`config.mk`:
```
export PLATFORM = sky130hd
export DESIGN_NAME = three_band_biquad_equalizer_core
export DESIGN_NICKNAME = d
export VERILOG_FILES = /design/src/design/tbbeq_pkg.sv /design/src/design/three_band_biquad_equalizer_core.sv /design/src/design/tbbeq_dp.sv /design/src/design/tbbeq_ctrl.sv
export SDC_FILE = /design/constraint.sdc
export NUM_CORES = 2
export LEC_CHECK = 0
export ABC_AREA = 1
export BUFFER_PORTS_ARGS = -buffer_cell sky130_fd_sc_hd__buf_2
export CAP_MARGIN = 20
export CORE_MARGIN = 3
export CORE_UTILIZATION = 40
export CTS_BUF_LIST = sky130_fd_sc_hd__clkbuf_8
export DETAILED_ROUTE_END_ITERATION = 10
export GPL_TIMING_DRIVEN = 0
export PLACE_DENSITY = 0.66
export SYNTH_ARGS = -nofsm -noshare
export SYNTH_HDL_FRONTEND = slang
export SYNTH_HIERARCHICAL = 1
export SYNTH_SLANG_ARGS = --single-unit
```
`constraint.sdc`:
```
create_clock -name clk_i -period 9.15 [get_ports clk_i]
set_clock_uncertainty 0.15 [all_clocks]
set_input_delay 0.915 -clock clk_i [delete_from_list [all_inputs] [get_ports clk_i]]
set_output_delay 0.915 -clock clk_i [all_outputs]
set_load 0.01 [all_outputs]
```
`src/design/tbbeq_pkg.sv`:
```
// Shared types and constants for the three-band biquad equalizer.
// Holds opcodes, coefficient codes, controller states and the command/status structs.
// No dependencies.
`default_nettype none

package tbbeq_pkg;

  // Default configuration of the filter bank.
  localparam int NumBandsDef    = 3;
  localparam int CoefWidthDef   = 24;
  localparam int SignalWidthDef = 32;

  localparam int CoefsPerBand = 5;
  localparam int SampleW      = 16;
  // Band index carried in the command bus; wide enough for the largest bank.
  localparam int BandIdxW     = 3;

  typedef enum logic [1:0] {
    OP_SAMPLE  = 2'd0,
    OP_COEF_WR = 2'd1,
    OP_CLEAR   = 2'd2
  } opcode_e;

  // Coefficient codes, also used as the tap order of one section.
  localparam logic [2:0] COEF_B0 = 3'd0;
  localparam logic [2:0] COEF_B1 = 3'd1;
  localparam logic [2:0] COEF_B2 = 3'd2;
  localparam logic [2:0] COEF_A1 = 3'd3;
  localparam logic [2:0] COEF_A2 = 3'd4;

  typedef enum logic [1:0] {
    ST_IDLE,
    ST_MAC,
    ST_DRAIN,
    ST_FINISH
  } state_e;

  typedef struct packed {
    logic                start;     // latch the sample and form the section input
    logic                coef_we;   // coefficient write transaction
    logic                hist_clr;  // zero both histories
    logic                issue;     // fetch one tap into the multiplier
    logic                acc_clr;   // start a new section sum
    logic [2:0]          tap;
    logic [BandIdxW-1:0] band;
    logic                wb;        // write back the section output
    logic                out_load;  // load the output register
    logic                out_byp;   // output the raw sample
  } cmd_t;

  typedef struct packed {
    logic pipe_busy;
  } stat_t;

endpackage

`default_nettype wire

```
`src/design/three_band_biquad_equalizer_core.sv`:
```
// Top level of the three-band biquad equalizer.
// Instantiates tbbeq_ctrl and tbbeq_dp; types and defaults come from tbbeq_pkg.
//
// Usage: transactions enter on in_valid_i/in_stall_o. Opcode 0 filters one 16-bit
// sample through the cascaded sections, opcode 1 writes one Q4.20 coefficient,
// opcode 2 zeroes the section histories; only opcode 0 yields a transaction on
// out_valid_o/out_stall_i. eq_enable is written through cfg_we_i/cfg_wdata_i.
// A filtered sample passes through each section in turn: its five taps run
// through one shared multiplier, the operand and product registers drain into
// the accumulator, and the section output is written back. A bypassed sample
// is loaded raw into the output; coefficient writes and clears keep the block idle.
// The block takes one transaction at a time; in_stall_o is high while it works.
// One finished sample can wait in the output register while the next one is
// computed; if that sample is still stalled when the next finishes, the block
// holds and keeps in_stall_o high. Reset loads pass-through coefficients,
// zeroes the histories, sets eq_enable and empties the output register.
`default_nettype none

module three_band_biquad_equalizer_core
  import tbbeq_pkg::*;
#(
  parameter int NUM_BANDS    = NumBandsDef,
  parameter int COEF_WIDTH   = CoefWidthDef,
  parameter int SIGNAL_WIDTH = SignalWidthDef
) (
  input  wire logic                         clk_i,
  input  wire logic                         rst_ni,
  input  wire logic                         in_valid_i,
  output logic                              in_stall_o,
  input  wire logic        [1:0]            opcode_i,
  input  wire logic signed [SampleW-1:0]    sample_in_i,
  input  wire logic        [1:0]            band_select_i,
  input  wire logic        [2:0]            coef_select_i,
  input  wire logic signed [COEF_WIDTH-1:0] coef_value_i,
  output logic                              out_valid_o,
  input  wire logic                         out_stall_i,
  output logic signed      [SampleW-1:0]    sample_out_o,
  input  wire logic                         cfg_we_i,
  input  wire logic                         cfg_wdata_i
);

  cmd_t  cmd_w;
  stat_t stat_w;

  tbbeq_ctrl #(
    .NUM_BANDS(NUM_BANDS)
  ) u_ctrl (
    .clk_i      (clk_i),
    .rst_ni     (rst_ni),
    .in_valid_i (in_valid_i),
    .in_stall_o (in_stall_o),
    .opcode_i   (opcode_i),
    .out_valid_o(out_valid_o),
    .out_stall_i(out_stall_i),
    .cfg_we_i   (cfg_we_i),
    .cfg_wdata_i(cfg_wdata_i),
    .cmd_o      (cmd_w),
    .stat_i     (stat_w)
  );

  tbbeq_dp #(
    .NUM_BANDS   (NUM_BANDS),
    .COEF_WIDTH  (COEF_WIDTH),
    .SIGNAL_WIDTH(SIGNAL_WIDTH)
  ) u_dp (
    .clk_i        (clk_i),
    .rst_ni       (rst_ni),
    .cmd_i        (cmd_w),
    .stat_o       (stat_w),
    .sample_in_i  (sample_in_i),
    .band_select_i(band_select_i),
    .coef_select_i(coef_select_i),
    .coef_value_i (coef_value_i),
    .sample_out_o (sample_out_o)
  );

  // A pending result is never overwritten by the next one.
  a_no_overwrite: assert property (@(posedge clk_i) disable iff (!rst_ni)
    cmd_w.out_load |-> (!out_valid_o || !out_stall_i))
    else $error("output register overwritten while a result is pending");

  // Write-back only reads a completed sum.
  a_wb_after_drain: assert property (@(posedge clk_i) disable iff (!rst_ni)
    cmd_w.wb |-> !stat_w.pipe_busy)
    else $error("section write-back while the multiplier pipeline is busy");

  // Tap fetches only happen while the input side is held off.
  a_issue_stalls: assert property (@(posedge clk_i) disable iff (!rst_ni)
    cmd_w.issue |-> in_stall_o)
    else $error("tap issued while input transactions are accepted");

  // Loading the output register always ends the sample and frees the input.
  a_load_frees_input: assert property (@(posedge clk_i) disable iff (!rst_ni)
    cmd_w.out_load |=> (!in_stall_o && out_valid_o))
    else $error("output load did not return the block to idle");

endmodule

`default_nettype wire

```
`src/design/tbbeq_dp.sv`:
```
// Datapath of the equalizer: coefficient table, section histories and the
// shared multiply-accumulate pipeline with output scaling. Uses tbbeq_pkg.
`default_nettype none

module tbbeq_dp
  import tbbeq_pkg::*;
#(
  parameter int NUM_BANDS    = NumBandsDef,
  parameter int COEF_WIDTH   = CoefWidthDef,
  parameter int SIGNAL_WIDTH = SignalWidthDef
) (
  input  wire logic                         clk_i,
  input  wire logic                         rst_ni,
  input  wire cmd_t                         cmd_i,
  output stat_t                             stat_o,
  input  wire logic signed [SampleW-1:0]    sample_in_i,
  input  wire logic        [1:0]            band_select_i,
  input  wire logic        [2:0]            coef_select_i,
  input  wire logic signed [COEF_WIDTH-1:0] coef_value_i,
  output logic signed      [SampleW-1:0]    sample_out_o
);

  localparam int CoefFrac  = COEF_WIDTH - 4;
  localparam int SigFrac   = SIGNAL_WIDTH - 8;
  localparam int OutShift  = SigFrac - 15;
  localparam int ProdW     = COEF_WIDTH + SIGNAL_WIDTH;
  localparam int AccW      = ProdW + 3;
  localparam int NumCoefs  = NUM_BANDS * CoefsPerBand;
  localparam int CidxW     = $clog2(NumCoefs);
  localparam int BandW     = (NUM_BANDS > 1) ? $clog2(NUM_BANDS) : 1;

  localparam logic signed [COEF_WIDTH-1:0] CoefOne = COEF_WIDTH'(1) << CoefFrac;
  localparam logic signed [SIGNAL_WIDTH-1:0] SigMax = {1'b0, {(SIGNAL_WIDTH-1){1'b1}}};
  localparam logic signed [SIGNAL_WIDTH-1:0] SigMin = {1'b1, {(SIGNAL_WIDTH-1){1'b0}}};
  localparam logic signed [SIGNAL_WIDTH:0] RndMask =
    (SIGNAL_WIDTH+1)'((64'(1) << OutShift) - 64'(1));
  localparam logic signed [SampleW-1:0] OutMax = {1'b0, {(SampleW-1){1'b1}}};
  localparam logic signed [SampleW-1:0] OutMin = {1'b1, {(SampleW-1){1'b0}}};

  logic signed [COEF_WIDTH-1:0]   coef_q [NumCoefs];
  logic signed [SIGNAL_WIDTH-1:0] xh_q   [NUM_BANDS][2];
  logic signed [SIGNAL_WIDTH-1:0] yh_q   [NUM_BANDS][2];

  logic signed [SIGNAL_WIDTH-1:0] x_q;
  logic signed [SampleW-1:0]      sample_q;
  logic signed [COEF_WIDTH-1:0]   op_c_q;
  logic signed [SIGNAL_WIDTH-1:0] op_s_q;
  logic                           op_sub_q;
  logic                           op_v_q;
  logic signed [ProdW-1:0]        prod_q;
  logic                           prod_sub_q;
  logic                           prod_v_q;
  logic signed [AccW-1:0]         acc_q;
  logic signed [SampleW-1:0]      sample_out_q;

  logic [BandW-1:0]               band;
  logic [CidxW-1:0]               rd_idx;
  logic [CidxW-1:0]               wr_idx;
  logic                           wr_ok;
  logic signed [SIGNAL_WIDTH-1:0] operand;
  logic                           operand_sub;
  logic signed [AccW-1:0]         acc_sh;
  logic [AccW-SIGNAL_WIDTH:0]     acc_top;
  logic signed [SIGNAL_WIDTH-1:0] y_w;
  logic signed [SIGNAL_WIDTH:0]   rnd_w;
  logic signed [SIGNAL_WIDTH:0]   q_full;
  logic [SIGNAL_WIDTH-SampleW+1:0] q_top;
  logic signed [SampleW-1:0]      q_w;

  assign band   = cmd_i.band[BandW-1:0];
  assign rd_idx = CidxW'(32'(band) * CoefsPerBand + 32'(cmd_i.tap));
  assign wr_ok  = (32'(band_select_i) < NUM_BANDS) && (coef_select_i <= COEF_A2);
  assign wr_idx = CidxW'(32'(band_select_i) * CoefsPerBand + 32'(coef_select_i));

  always_comb begin
    operand     = x_q;
    operand_sub = 1'b0;
    case (cmd_i.tap)
      COEF_B0: operand = x_q;
      COEF_B1: operand = xh_q[band][0];
      COEF_B2: operand = xh_q[band][1];
      COEF_A1: begin
        operand     = yh_q[band][0];
        operand_sub = 1'b1;
      end
      COEF_A2: begin
        operand     = yh_q[band][1];
        operand_sub = 1'b1;
      end
      default: operand = x_q;
    endcase
  end

  // Section output: floor shift of the sum, saturated to the signal range.
  always_comb begin
    acc_sh  = acc_q >>> CoefFrac;
    acc_top = acc_sh[AccW-1:SIGNAL_WIDTH-1];
    if ((&acc_top) || !(|acc_top)) begin
      y_w = acc_sh[SIGNAL_WIDTH-1:0];
    end else begin
      y_w = acc_sh[AccW-1] ? SigMin : SigMax;
    end
  end

  // Final scaling truncates toward zero, then saturates to 16 bits.
  always_comb begin
    rnd_w  = (SIGNAL_WIDTH+1)'(x_q) + (x_q[SIGNAL_WIDTH-1] ? RndMask : '0);
    q_full = rnd_w >>> OutShift;
    q_top  = q_full[SIGNAL_WIDTH:SampleW-1];
    if ((&q_top) || !(|q_top)) begin
      q_w = q_full[SampleW-1:0];
    end else begin
      q_w = q_full[SIGNAL_WIDTH] ? OutMin : OutMax;
    end
  end

  always_ff @(posedge clk_i or negedge rst_ni) begin
    if (!rst_ni) begin
      for (int i = 0; i < NumCoefs; i++) begin
        coef_q[i] <= ((i % CoefsPerBand) == 0) ? CoefOne : '0;
      end
    end else if (cmd_i.coef_we && wr_ok) begin
      coef_q[wr_idx] <= coef_value_i;
    end
  end

  always_ff @(posedge clk_i or negedge rst_ni) begin
    if (!rst_ni) begin
      for (int b = 0; b < NUM_BANDS; b++) begin
        xh_q[b][0] <= '0;
        xh_q[b][1] <= '0;
        yh_q[b][0] <= '0;
        yh_q[b][1] <= '0;
      end
    end else if (cmd_i.hist_clr) begin
      for (int b = 0; b < NUM_BANDS; b++) begin
        xh_q[b][0] <= '0;
        xh_q[b][1] <= '0;
        yh_q[b][0] <= '0;
        yh_q[b][1] <= '0;
      end
    end else if (cmd_i.wb) begin
      xh_q[band][1] <= xh_q[band][0];
      xh_q[band][0] <= x_q;
      yh_q[band][1] <= yh_q[band][0];
      yh_q[band][0] <= y_w;
    end
  end

  always_ff @(posedge clk_i or negedge rst_ni) begin
    if (!rst_ni) begin
      op_v_q   <= 1'b0;
      prod_v_q <= 1'b0;
    end else begin
      op_v_q   <= cmd_i.issue;
      prod_v_q <= op_v_q;
    end
  end

  always_ff @(posedge clk_i) begin
    if (cmd_i.start) begin
      x_q      <= SIGNAL_WIDTH'(sample_in_i) <<< OutShift;
      sample_q <= sample_in_i;
    end else if (cmd_i.wb) begin
      x_q <= y_w;
    end
    if (cmd_i.issue) begin
      op_c_q   <= coef_q[rd_idx];
      op_s_q   <= operand;
      op_sub_q <= operand_sub;
    end
    prod_q     <= ProdW'(op_c_q * op_s_q);
    prod_sub_q <= op_sub_q;
    if (cmd_i.acc_clr) begin
      acc_q <= '0;
    end else if (prod_v_q) begin
      acc_q <= prod_sub_q ? acc_q - AccW'(prod_q) : acc_q + AccW'(prod_q);
    end
    if (cmd_i.out_load) begin
      sample_out_q <= cmd_i.out_byp ? sample_q : q_w;
    end
  end

  assign stat_o.pipe_busy = op_v_q | prod_v_q;
  assign sample_out_o     = sample_out_q;

endmodule

`default_nettype wire

```
`src/design/tbbeq_ctrl.sv`:
```
// Controller of the equalizer: decodes transactions, sequences the taps of each
// section through the datapath and owns the handshakes. Uses tbbeq_pkg.
`default_nettype none

module tbbeq_ctrl
  import tbbeq_pkg::*;
#(
  parameter int NUM_BANDS = NumBandsDef
) (
  input  wire logic       clk_i,
  input  wire logic       rst_ni,
  input  wire logic       in_valid_i,
  output logic            in_stall_o,
  input  wire logic [1:0] opcode_i,
  output logic            out_valid_o,
  input  wire logic       out_stall_i,
  input  wire logic       cfg_we_i,
  input  wire logic       cfg_wdata_i,
  output cmd_t            cmd_o,
  input  wire stat_t      stat_i
);

  localparam int BandW = (NUM_BANDS > 1) ? $clog2(NUM_BANDS) : 1;
  localparam logic [BandW-1:0] LastBand = BandW'(NUM_BANDS - 1);

  state_e           state_q, state_d;
  logic [2:0]       tap_q, tap_d;
  logic [BandW-1:0] band_q, band_d;
  logic             byp_q, byp_d;
  logic             en_q;
  logic             out_valid_q;
  logic             accept;
  logic             out_free;

  assign accept   = in_valid_i && (state_q == ST_IDLE);
  assign out_free = !out_valid_q || !out_stall_i;

  always_comb begin
    state_d = state_q;
    case (state_q)
      ST_IDLE: begin
        if (accept && (opcode_e'(opcode_i) == OP_SAMPLE)) begin
          state_d = en_q ? ST_MAC : ST_FINISH;
        end
      end
      ST_MAC: begin
        if (tap_q == COEF_A2) begin
          state_d = ST_DRAIN;
        end
      end
      ST_DRAIN: begin
        if (!stat_i.pipe_busy) begin
          state_d = (band_q == LastBand) ? ST_FINISH : ST_MAC;
        end
      end
      ST_FINISH: begin
        if (out_free) begin
          state_d = ST_IDLE;
        end
      end
      default: state_d = ST_IDLE;
    endcase
  end

  always_comb begin
    cmd_o      = '0;
    cmd_o.tap  = tap_q;
    cmd_o.band = BandIdxW'(band_q);
    tap_d      = tap_q;
    band_d     = band_q;
    byp_d      = byp_q;
    case (state_q)
      ST_IDLE: begin
        if (accept) begin
          case (opcode_e'(opcode_i))
            OP_SAMPLE: begin
              cmd_o.start = 1'b1;
              byp_d       = !en_q;
              tap_d       = COEF_B0;
              band_d      = '0;
            end
            OP_COEF_WR: cmd_o.coef_we  = 1'b1;
            OP_CLEAR:   cmd_o.hist_clr = 1'b1;
            default:    cmd_o.start    = 1'b0;
          endcase
        end
      end
      ST_MAC: begin
        cmd_o.issue   = 1'b1;
        cmd_o.acc_clr = (tap_q == COEF_B0);
        tap_d         = tap_q + 3'd1;
      end
      ST_DRAIN: begin
        if (!stat_i.pipe_busy) begin
          cmd_o.wb = 1'b1;
          tap_d    = COEF_B0;
          band_d   = band_q + BandW'(1);
        end
      end
      ST_FINISH: begin
        cmd_o.out_load = out_free;
        cmd_o.out_byp  = byp_q;
      end
      default: cmd_o.start = 1'b0;
    endcase
  end

  always_ff @(posedge clk_i or negedge rst_ni) begin
    if (!rst_ni) begin
      state_q     <= ST_IDLE;
      tap_q       <= COEF_B0;
      band_q      <= '0;
      byp_q       <= 1'b0;
      en_q        <= 1'b1;
      out_valid_q <= 1'b0;
    end else begin
      state_q <= state_d;
      tap_q   <= tap_d;
      band_q  <= band_d;
      byp_q   <= byp_d;
      if (cfg_we_i) begin
        en_q <= cfg_wdata_i;
      end
      if (cmd_o.out_load) begin
        out_valid_q <= 1'b1;
      end else if (!out_stall_i) begin
        out_valid_q <= 1'b0;
      end
    end
  end

  assign in_stall_o  = (state_q != ST_IDLE);
  assign out_valid_o = out_valid_q;

endmodule

`default_nettype wire
```
**After elaboration in Yosys (flattened, before gate mapping)**

Index checks and enable logic that the tools add are counted.

- Logic and storage cells: 175
- Register bits after elaboration: 993
- Input bits: 53

- Bitwise logic cells: 4
- Multiplexer cells: 61
- $mul: 3
- Magnitude comparators: 7
- Reductions and logical operators: 31
- Eq/ne operators: 17
- Add/sub/neg operators: 7

Operator list:

| kind | number |
|---|---|
| bitwise mux 192 bit | 4 |
| two-way mux 192 bit | 4 |
| bitwise mux 360 bit | 1 |
| two-way mux 64 bit | 5 |
| binary-select mux 64 bit (select 2 bit) | 2 |
| demux 64 bit (select 2 bit) | 2 |
| two-way mux 32 bit | 5 |
| case mux 32 bit (4 select lines) | 1 |
| binary-select mux 24 bit (select 4 bit) | 1 |
| demux 24 bit (select 4 bit) | 1 |
| two-way mux 24 bit | 3 |
| adder 59 x 56 -> 59 bit | 1 |
| two-way mux 59 bit | 1 |
| subtractor 59 x 56 -> 59 bit | 1 |
| multiplier 24 x 32 -> 56 bit | 1 |
| two-way mux 16 bit | 3 |
| adder 33 bit | 1 |
| two-way mux 2 bit | 11 |
| two-way mux 3 bit | 5 |
| AND reduction 4 bit | 3 |
| >= comparator 5 bit (second input constant) | 2 |
| NOT 4 -> 5 bit | 2 |
| two-way mux 9 bit | 1 |
| case mux 3 bit (3 select lines) | 1 |
| other kinds (34) | 68 |

**Depth between registers and ports, before layout**

- Depth in word-level cells: 9
- Depth in mapped cells: 30

**By module**

Netlist, hierarchy kept.

Modules (own cells, without submodules):

| module | cells an instance | area an instance (µm²) | instances |
|---|---|---|---|
| tbbeq_dp | 9294 | 75661.3 | 1 |
| tbbeq_ctrl | 83 | 631.9 | 1 |

**Worst setup path after synthesis**

No wires, ideal clock.

- Path kind: register to register
- From: register u_dp.op_s_q[31]
- To: register u_dp.prod_q[52]
- Setup slack: 2.473 ns
- Data arrival time: 6.455 ns
- Cell stages (with the launch flop): 21
- Library setup time: 0.072 ns
- Clock period less this slack: 6.677 ns
- Cells stage by stage: edfxtp_1 -> clkbuf_1 -> nand2_1 -> inv_1 -> fa_1 -> fa_1 -> inv_1 -> fa_1 -> inv_1 -> fa_1 -> fa_1 -> fa_1 -> fa_1 -> ha_1 -> nand2_1 -> nor2_1 -> nand4_1 -> nor4_1 -> nand3_1 -> o211ai_1 -> xor2_1

- Word-level cells in the longest chain between the ends: 1

RTL lines:

| element | line | source |
|---|---|---|
| from (decl) | tbbeq_dp.sv:47 | `logic signed [SIGNAL_WIDTH-1:0] op_s_q;` |
| from (signal assigned) | tbbeq_dp.sv:169 | `op_s_q <= operand;` |
| multiplier 24 x 32 -> 56 bit | tbbeq_dp.sv:172 | `prod_q <= ProdW'(op_c_q * op_s_q);` |
| to (signal assigned) | tbbeq_dp.sv:172 |  |
| to (decl) | tbbeq_dp.sv:50 | `logic signed [ProdW-1:0] prod_q;` |

No other way between the ends.
A chain may end at the register's enable or synchronous reset.

**Final worst setup path**

- From: register u_dp.op_c_q[1]
- To: register u_dp.prod_q[55]

- Word-level cells in the longest chain between the ends: 1

RTL lines:

| element | line | source |
|---|---|---|
| from (decl) | tbbeq_dp.sv:46 | `logic signed [COEF_WIDTH-1:0] op_c_q;` |
| from (signal assigned) | tbbeq_dp.sv:168 | `op_c_q <= coef_q[rd_idx];` |
| multiplier 24 x 32 -> 56 bit | tbbeq_dp.sv:172 |  |

No other way between the ends.

==> flow_metrics.py <==
metrics = {
    "finish": {
        "area_growth_pct": 10.1,
        "drive_gt1_frac": 0.0459,
        "final_nets": 10700,
    },
    "place": {
        "preCtsSetupSlack_ns": 0.610,
        "hpwlAfterDp_um": 242000,
        "port_buffers": 70,
        "place_congestion": 1.03,
    },
    "synthesis": {
        "synth_warnings": 6,
        "synthCells": 9375,
        "syn-cell-area_mm2": 0.0763,
        "syn_nets": 10400,
        "synth.avg_cell_area_um2": 8.14,
    },
    "timing": {
        "tightest_slew_ns": 1.41,
        "whs_ns": 0.0915,
        "slew_viol_final": 0,
        "fin_tns_setup_ns": 0,
        "setup_ws_ns": 0.421,
        "period_minus_slack_ns": 8.73,
        "hold_violations": 0,
        "setup_viol": 0,
        "rsz0062_at_grt": "false",
        "max_freq_mhz": 115,
        "slew_headroom": 0.0588,
        "min_period_over_period": 0.954,
    },
    "setup_path": {
        "critPathCapture": "u_dp/prod_q[55]",
        "reg2reg_slack_ns": 0.42,
        "arrival_ns": 9.34,
        "path_max_fanout": 10,
        "cp_slowest_stage_delay_ns": 0.85,
        "critPathLaunch": "u_dp/op_c_q[1]",
        "path_cells": "clkbuf_1 > nand2_1 > inv_1 > fa_1 > fa_1 > inv_1 > fa_1 > inv_1 > fa_1 > fa_1 > inv_1 > fa_1 > inv_1 > fa_1 > ha_1 > a21o_1 > a21oi_1 > o21bai_1 > a221oi_1 > o211ai_1 > xor2_1",
        "critPathTopFamily": "adder cells",
        "cp-end-kind": "flip-flop",
        "rr_endpoint": "u_dp/prod_q[55]",
        "reg2reg_depth": 21,
        "cp_slowest_cell": "fa_1",
        "worstSetupPathType": "flip-flop to flip-flop",
        "cp_num_cells": 21,
        "regToRegStartpoint": "u_dp/op_c_q[1]",
        "path_common_cell": "fa_1",
        "path_buf_inv": 6,
        "cp.required_ns": 9.76,
        "start_kind": "flip-flop",
    },
    "global_route": {
        "track_usage": 0.309,
        "antenna_found_initial": 13,
        "grt_pass1_wl_um": 450000,
        "first_global_vias": 68000,
        "grt_remaining_overflow": 0,
        "grt_max_degree": 121,
    },
    "clocking": {
        "insertion_delay_ns": 0.93,
        "cts.root.buffer_cell": "clkbuf_8",
        "postCtsHoldBufs": 17,
        "clockBufferDepth": 3,
        "cts_tree": "yes",
        "clkTransAtPathRegs_ns": 0.06,
        "cts_setup_buffers": 0,
        "cts_sinks": 993,
        "cts_made_buffers": 173,
        "h-tree-depth": 4,
        "cts_resized": 0,
    },
    "floorplanning": {
        "die_w_um": 443,
        "die_area_mm2": 0.196,
        "rows": 159,
        "start_util": 0.404,
        "core_mm2": 0.189,
        "io_pins": 71,
        "die_h_um": 443,
    },
    "route": {
        "wirelength_um": 308000,
        "viasPerCell": 5.59,
        "drtIter0Drc": 7986,
        "postRouteAntennaNets": 0,
        "vias": 68800,
        "firstDrtPassIters": 8,
        "drc_errors": 0,
        "wl_per_cell_um": 25.0,
    },
    "min_path": {
        "min_path_type": "input port to flip-flop",
    },
    "job": {
        "drv_cap": 0,
    },
    "run_status": {
        "outcome": "completed",
    },
}
## worst reg2reg max path, delay by kind of cell, from the launching register on
family | cells | cell delay, ns
adders and majority gates | 8 | 4.68
xor gates and xnor gates | 1 | 0.23
and+or+nand+nor | 1 | 0.14
DFF | 1 | 0.66
buffers and inverters | 6 | 1.51
AOI/OAI and AO/OA | 5 | 1.25
## placed cells by master (no fill, tap or decap), types with 9 or more instances in the layout
master / instances
a21boi_0: 9
a21o_1: 17
a21oi_1: 215
a21oi_2: 10
a221oi_1: 26
a22oi_1: 26
a31oi_1: 19
buf_1: 21
buf_2: 91
clkbuf_1: 460
clkbuf_8: 218
clkinv_2: 22
dfrtp_1: 752
dfxtp_1: 125
dlygate4sd3_1: 17
edfxtp_1: 112
fa_1: 786
ha_1: 228
inv_1: 1874
inv_2: 9
nand2_1: 1859
nand2_2: 13
nand3_1: 338
nand4_1: 32
nor2_1: 721
nor3_1: 52
nor4_1: 20
o211ai_1: 65
o21ai_0: 942
o21ai_1: 13
o21bai_1: 16
o221ai_1: 101
o22ai_1: 309
or2_2: 9
xnor2_1: 40
xor2_1: 112
## flip-flops by register name (all words and copies together) (netlist names), 3 cells and up
signal,flops
u_dp/prod_q,56
u_dp/sample_out_o,16
u_dp/op_s_q,32
u_dp/coef_q,360
u_dp/yh_q,192
u_dp/acc_q,59
u_dp/x_q,32
u_ctrl/tap_q,3
u_dp/op_c_q,24
u_dp/sample_q,16
u_dp/xh_q,192
## final cells by class
class	count	area [um2]
clock buffers	218	3000
repair buffers	107	860
well taps	2495	3120
fillers	19100	105000
inverters	1830	6870
plain buffers	508	1960
clock inverters	103	703
diodes	6	15.0
multi-input cells	6044	42700
flip-flops and latches	993	24800
## per-layer routing
metal	track usage	routed length, um	vias up
li1	-	-	30100
met1	0.418	125000	34300
met2	0.472	135000	3818
met3	0.0733	31900	698
met4	0.139	15400	2
met5	0	13	-
## through the flow
step | area, um2 | instances | util
after floorplan | 76300 | 9375 | -
after global placement | 79800 | 11900 | 0.423
after detailed placement | 80000 | 12000 | 0.424
after CTS | 83900 | 12300 | 0.445
after global routing | 84000 | 12300 | 0.445
final | 84000 | 12300 | 0.445
## how the worst min path moves through the flow
stage / startpoint / endpoint / slack (ns) / cells after the start
floorplan: u_dp/op_sub_q / u_dp/prod_sub_q / 0.17 / 0
global placement: u_dp/op_sub_q / u_dp/prod_sub_q / 0.18 / 0
detailed placement: u_dp/op_sub_q / u_dp/prod_sub_q / 0.18 / 0
CTS: sample_in_i[1] / u_dp/sample_q[1] / 0.0002 / 1
global route: sample_in_i[3] / u_dp/sample_q[3] / 0.04 / 1
finish: sample_in_i[1] / u_dp/sample_q[1] / 0.09 / 1
Power is not shown: default switching activity piles up to over one toggle a cycle in this logic, so the estimate is an artifact.
